<file path="src/mcbf_pkg.sv">
package mcbf_pkg;

    localparam int NUM_CHANNELS  = 8;
    localparam int CHANNEL_DEPTH = 256;
    localparam int MAX_READ      = 64;

    localparam int CH_IDX_W  = (NUM_CHANNELS > 1) ? $clog2(NUM_CHANNELS) : 1;
    localparam int PTR_W     = $clog2(CHANNEL_DEPTH);
    localparam int CNT_W     = $clog2(CHANNEL_DEPTH + 1);
    localparam int RC_W      = (MAX_READ > 1) ? $clog2(MAX_READ + 1) : 1;
    localparam int CMP_W     = (CNT_W > 7) ? CNT_W : 7;
    localparam int ADDR_W    = CH_IDX_W + PTR_W;
    localparam int MEM_DEPTH = 2 ** ADDR_W;

    typedef enum logic [1:0] {
        OP_ALLOC = 2'd0,
        OP_FREE  = 2'd1,
        OP_WRITE = 2'd2,
        OP_READ  = 2'd3
    } op_t;

    typedef enum logic [2:0] {
        ST_OK     = 3'd0,
        ST_NOFREE = 3'd1,
        ST_BADCH  = 3'd2,
        ST_FULL   = 3'd3,
        ST_EMPTY  = 3'd4
    } status_t;

    // Commands from the sequencer to the datapath.
    typedef struct packed {
        logic load_req;
        logic commit;
        logic rd_start;
        logic rd_issue;
        logic rd_emit;
    } dp_cmd_t;

    // Status from the datapath back to the sequencer.
    typedef struct packed {
        logic read_go;
        logic slot_free;
        logic rd_more;
    } dp_stat_t;

    function automatic logic [CH_IDX_W-1:0] ch_index(input logic [2:0] c);
        return CH_IDX_W'(c);
    endfunction

    function automatic logic [PTR_W-1:0] ptr_inc(input logic [PTR_W-1:0] p);
        logic [PTR_W-1:0] r;
        if (p == PTR_W'(CHANNEL_DEPTH - 1))
        begin
            r = '0;
        end
        else
        begin
            r = p + PTR_W'(1);
        end
        return r;
    endfunction

endpackage

</file>
<file path="src/mcbf_ctrl.sv">
module mcbf_ctrl
    import mcbf_pkg::*;
(
    input  logic     clk,
    input  logic     rst_n,
    input  logic     in_valid,
    output logic     in_ready,
    input  dp_stat_t stat,
    output dp_cmd_t  cmd
);

    typedef enum logic [1:0] {
        S_IDLE,
        S_EXEC,
        S_RD_ISSUE,
        S_RD_EMIT
    } state_t;

    state_t state_reg;
    state_t state_next;

    always_ff @(posedge clk or negedge rst_n)
    begin
        if (!rst_n)
        begin
            state_reg <= S_IDLE;
        end
        else
        begin
            state_reg <= state_next;
        end
    end

    assign in_ready = (state_reg == S_IDLE);

    always_comb
    begin
        state_next = state_reg;
        cmd        = '0;
        case (state_reg)
            S_IDLE:
            begin
                if (in_valid)
                begin
                    cmd.load_req = 1'b1;
                    state_next   = S_EXEC;
                end
            end
            S_EXEC:
            begin
                if (stat.read_go)
                begin
                    cmd.rd_start = 1'b1;
                    state_next   = S_RD_ISSUE;
                end
                else if (stat.slot_free)
                begin
                    cmd.commit = 1'b1;
                    state_next = S_IDLE;
                end
            end
            S_RD_ISSUE:
            begin
                cmd.rd_issue = 1'b1;
                state_next   = S_RD_EMIT;
            end
            S_RD_EMIT:
            begin
                // The byte stays in the RAM's read register until the output
                // register is free to take it.
                if (stat.slot_free)
                begin
                    cmd.rd_emit = 1'b1;
                    state_next  = stat.rd_more ? S_RD_ISSUE : S_IDLE;
                end
            end
            default:
            begin
                state_next = S_IDLE;
            end
        endcase
    end

endmodule

</file>
<file path="config.mk">
export PLATFORM = sky130hd
export DESIGN_NAME = mcbf_ctrl
export DESIGN_NICKNAME = d
export VERILOG_FILES = /design/src/mcbf_pkg.sv /design/src/mcbf_ctrl.sv
export SDC_FILE = /design/constraint.sdc
export NUM_CORES = 1
export LEC_CHECK = 0
export BUFFER_PORTS_ARGS = -buffer_cell sky130_fd_sc_hd__clkbuf_2
export CAP_MARGIN = 20
export CORE_AREA = 2 2 39 41
export CTS_CLUSTER_DIAMETER = 100
export CTS_CLUSTER_SIZE = 24
export DETAILED_ROUTE_END_ITERATION = 7
export DIE_AREA = 0 0 41 43
export PLACE_DENSITY = 0.3
export RECOVER_POWER = 25
export SETUP_SLACK_MARGIN = 0.2
export SLEW_MARGIN = 20
export SYNTH_ARGS = -nofsm -noshare
export SYNTH_HDL_FRONTEND = slang
export SYNTH_SLANG_ARGS = --single-unit
</file>
<file path="constraint.sdc">
create_clock -name clk -period 1.6 [get_ports clk]
set_input_delay 0.32 -clock clk [delete_from_list [all_inputs] [get_ports clk]]
set_output_delay 0.32 -clock clk [all_outputs]
set_load 0.03 [all_outputs]
</file>
# Word level (Yosys, flattened, before mapping)
# Cells that the tools add are included.
[classes]
eq_ne = 6
mux = 14
reduce_logical = 2
[ops]
columns = ["operator", "n"]
rows = [
  ["two-way mux 2 bit", 6],
  ["case mux 2 bit (4 select lines)", 1],
  ["two-way mux 1 bit", 7],
  ["== test 2 bit (second input constant)", 2],
  ["!= test 2 bit (second input constant)", 2],
  ["!= test 3 bit (second input constant)", 1],
  ["AND reduction 3 bit", 1],
  ["== test 2 x 1 -> 1 bit (second input constant)", 1],
  ["logical NOT 2 bit", 1],
]
[word_totals]
regBits = 2
word_cells = 23

# Depth between registers and ports, before layout
[logic_depth]
word_depth = 3
ltp_mapped = 2

# Least setup slack after synthesis
# OpenSTA, ideal clock, no wires.
[synth_path]
path_kind = "reg-to-output"
startpoint = "reg state_reg[1]"
endpoint = "out cmd[4] (netlist name)"
required_time_ns = 1.280
setup_slack_ns = 0.045
t_arrival_ns = 1.235
path_stages_with_launch = 3
path_cell_list = "dfrtp_1 nor2_1 and2_1"
[synth_rtl]
columns = ["element", "line_no", "text"]
rows = [
  ["start: declaration", "mcbf_ctrl.sv:19", "state_t state_reg;"],
  ["start signal: assignment", "mcbf_ctrl.sv:30", "state_reg <= state_next;"],
  ["end: declaration", "mcbf_ctrl.sv:9", "output dp_cmd_t cmd"],
]

==> qor.txt <==
status = complete, no violations
Min Clock Period, post-route = 1387 ps
GPL Wtd Cong = 0.5564
Reg area = 52.55 µm²
RSZ-0062 raised after global routing = yes
TritonCTS Buffers = 3
Reg-to-Reg End = state_reg[0]
Synth area leader = dfrtp_1
worst hold margin = 328.7 ps
hpwl dp = 321.7 µm
worst-case vdd ir drop = 338.2 µV
Synth cell types = 10
postcts setup bufs = 0
# IOs = 12
total count of hold-check failures in the final report = 0
number of cells on the worst reg-to-reg path = 2
Max Transition Viols Final = 0
uppermost layer routed = met3
count leader, synth = nor2_1
Hold Crit Class = in2reg
die width = 41 µm
CP endpoint kind = output port
synth cell count leaders = nor2_1 (3), dfrtp_1 (2), inv_1 (2), nand2_1 (2), nor2b_1 (2)
PnR worst setup slack = 212.8 ps
post-synthesis cell count = 16
Synth async-reset ratio = 100.0%
critical path type = reg2out
Net count, final = 39
Worst EP required = 1280 ps
total number of vias = 170
startpoint types = flop
Via density = 3.617
setup_tns = 0 ps
die area = 0.001763 mm²
f_max = 0.7209 GHz
drt wl/cell = 8.787 µm
Worst Hold Endpoint = state_reg[1]
die height = 43 µm
clock slew at reported path FFs = 30 ps
Lkg Pwr = 0.1293 nW
Clock Skews = 1.658 ps
met1 WL = 174 µm
FILL cells = 164
WL final = 413 µm
met2 wire len = 157 µm
share of cells above drive strength 1 = 64.52%
largest net degree at the start of global routing = 8
Initial Util = 8.951%
GRT Residual Overflow = 0
first-pass GRT wire length = 593 µm
Final Cell Area = 267.8 µm²
row cnt = 14
Critical Path AT = 1070 ps
CP max FO = 7
First DRT Iteration DRCs = 2
CP startpoint = state_reg[0]
power density over the cells = 1890 mW/mm²
CTS max path bufs = 2
Total GRT Usage = 5.522%
Mean Syn Cell Area = 7.742 µm²
max-cap viol count = 0
# diodes = 0
Primary FF master, synth = dfrtp_1
Seq/Total Area, Yosys = 40.40%
H-tree levels = 1
Post-synth EDFFs = 0
slew at the pin with the worst max-slew slack = 171.6 ps
area grow syn2layout = 116.2%
port buffer count = 11
Warnings, synthesis = 0
post-synthesis register bit count = 2
DRC = 0
ANT nets after route = 0
vias in the first global route = 159
TritonCTS clock tree = yes
post-place setup slack = 389.3 ps
worst-skew pair later-pin latency = 220 ps
post-synth top area share = 40.40%
Root Buffer = clkbuf_4
antenna violations before repair = 0
max_slew headroom = 88.56%
setup violators final = 0
Worst R2R Start = state_reg[0]
area of the multi-input gates = 87.58 µm²
core area = 0.001384 mm²
synth top area cells = dfrtp_1 (40%), nor2b_1 (10%), nor2_1 (9.1%), o31a_1 (7.1%), a22oi_1 (6.1%)
Post-Place Cell Area = 206.4 µm²
Worst Hold Path Cells = 3
Final Cycle Share = 86.70%
TritonRoute pass-1 iters = 2
Synth Net Count = 22
setup slack, reg-to-reg = 610 ps
synthesized area = 123.9 µm²
worst hold start = stat[0]
Largest register FFs = 2
# clock sinks = 2
routed length on met3 = 81 µm
==> metrics by stage <==
step                power [mW]  utilization [%]  std cells
detailed placement      0.3421            14.92         43
floorplan               0.2740                -         16
global placement        0.3438            14.92         43
global route            0.5463            19.35         47
finish                  0.5060            19.35         47
CTS                     0.4706            17.81         47
==> kinds of logic (layout without fill, tap and decap cells) <==
kind of cell           Yosys count  after routing  share of synthesized area [%]
buffers and inverters            2             17                          6.063
flip-flops                       2              2                          40.41
AO/OA/AOI/OAI                    2              2                          13.13
AND/OR/NAND/NOR                 10             10                          40.41
==> critical path, stage by stage, from the launching register on <==
cell      delay (ps)
dfrtp_2          430
nand2_1          100
nor2_1           100
clkbuf_2         220
==> cell type report <==
cell class / instances / area share [%]
multi-input combinational: 12 / 32.71
clock buffer: 3 / 8.411
timing repair buffer: 12 / 28.97
tap: 16 / 7.477
sequential: 2 / 19.63
inverter: 2 / 2.804
==> per-layer routing <==
layer	up-vias	GRT usage, %
li1	85	-
met4	0	6.000
met1	73	6.752
met3	0	3.141
met2	12	5.938
met5	-	0
==> repair_timing <==
| action | CTS | global route |
|---|---|---|
| hold buffers | 1 | 0 |
| endpoints found under the setup margin | 3 | 4 |
| endpoints found under the hold margin | 2 | 0 |
| pin swaps | 0 | 2 |
| resized for setup | 4 | 13 |
==> how the worst max path moves through the flow <==
stage / cells past startpoint / slack [ps] / to
2_1_floorplan: 2 / 190 / cmd[4]
3_3_place_gp: 3 / 400 / cmd[3]
3_5_place_dp: 3 / 390 / cmd[4]
4_1_cts: 3 / 180 / cmd[4]
5_1_grt: 3 / 150 / cmd[2]
6_report: 3 / 210 / cmd[2]
==> report_power, final <==
part / switching (mW) / leakage, nW / internal (mW) / total, mW
combinational: 0.150 / 0.0954 / 0.109 / 0.259
clock: 0.0276 / 0.0138 / 0.0826 / 0.110
sequential: 0.0570 / 0.0201 / 0.0802 / 0.137
==> cell usage in the layout, fill, tap and decap left out, drive strengths merged, types with 2 or more instances in the layout <==
master and n:
nor2 3, nor2b 2, dfrtp 2, nand2 2
clkbuf 10, buf 4, inv 2
(Power assumes the default switching activity.)
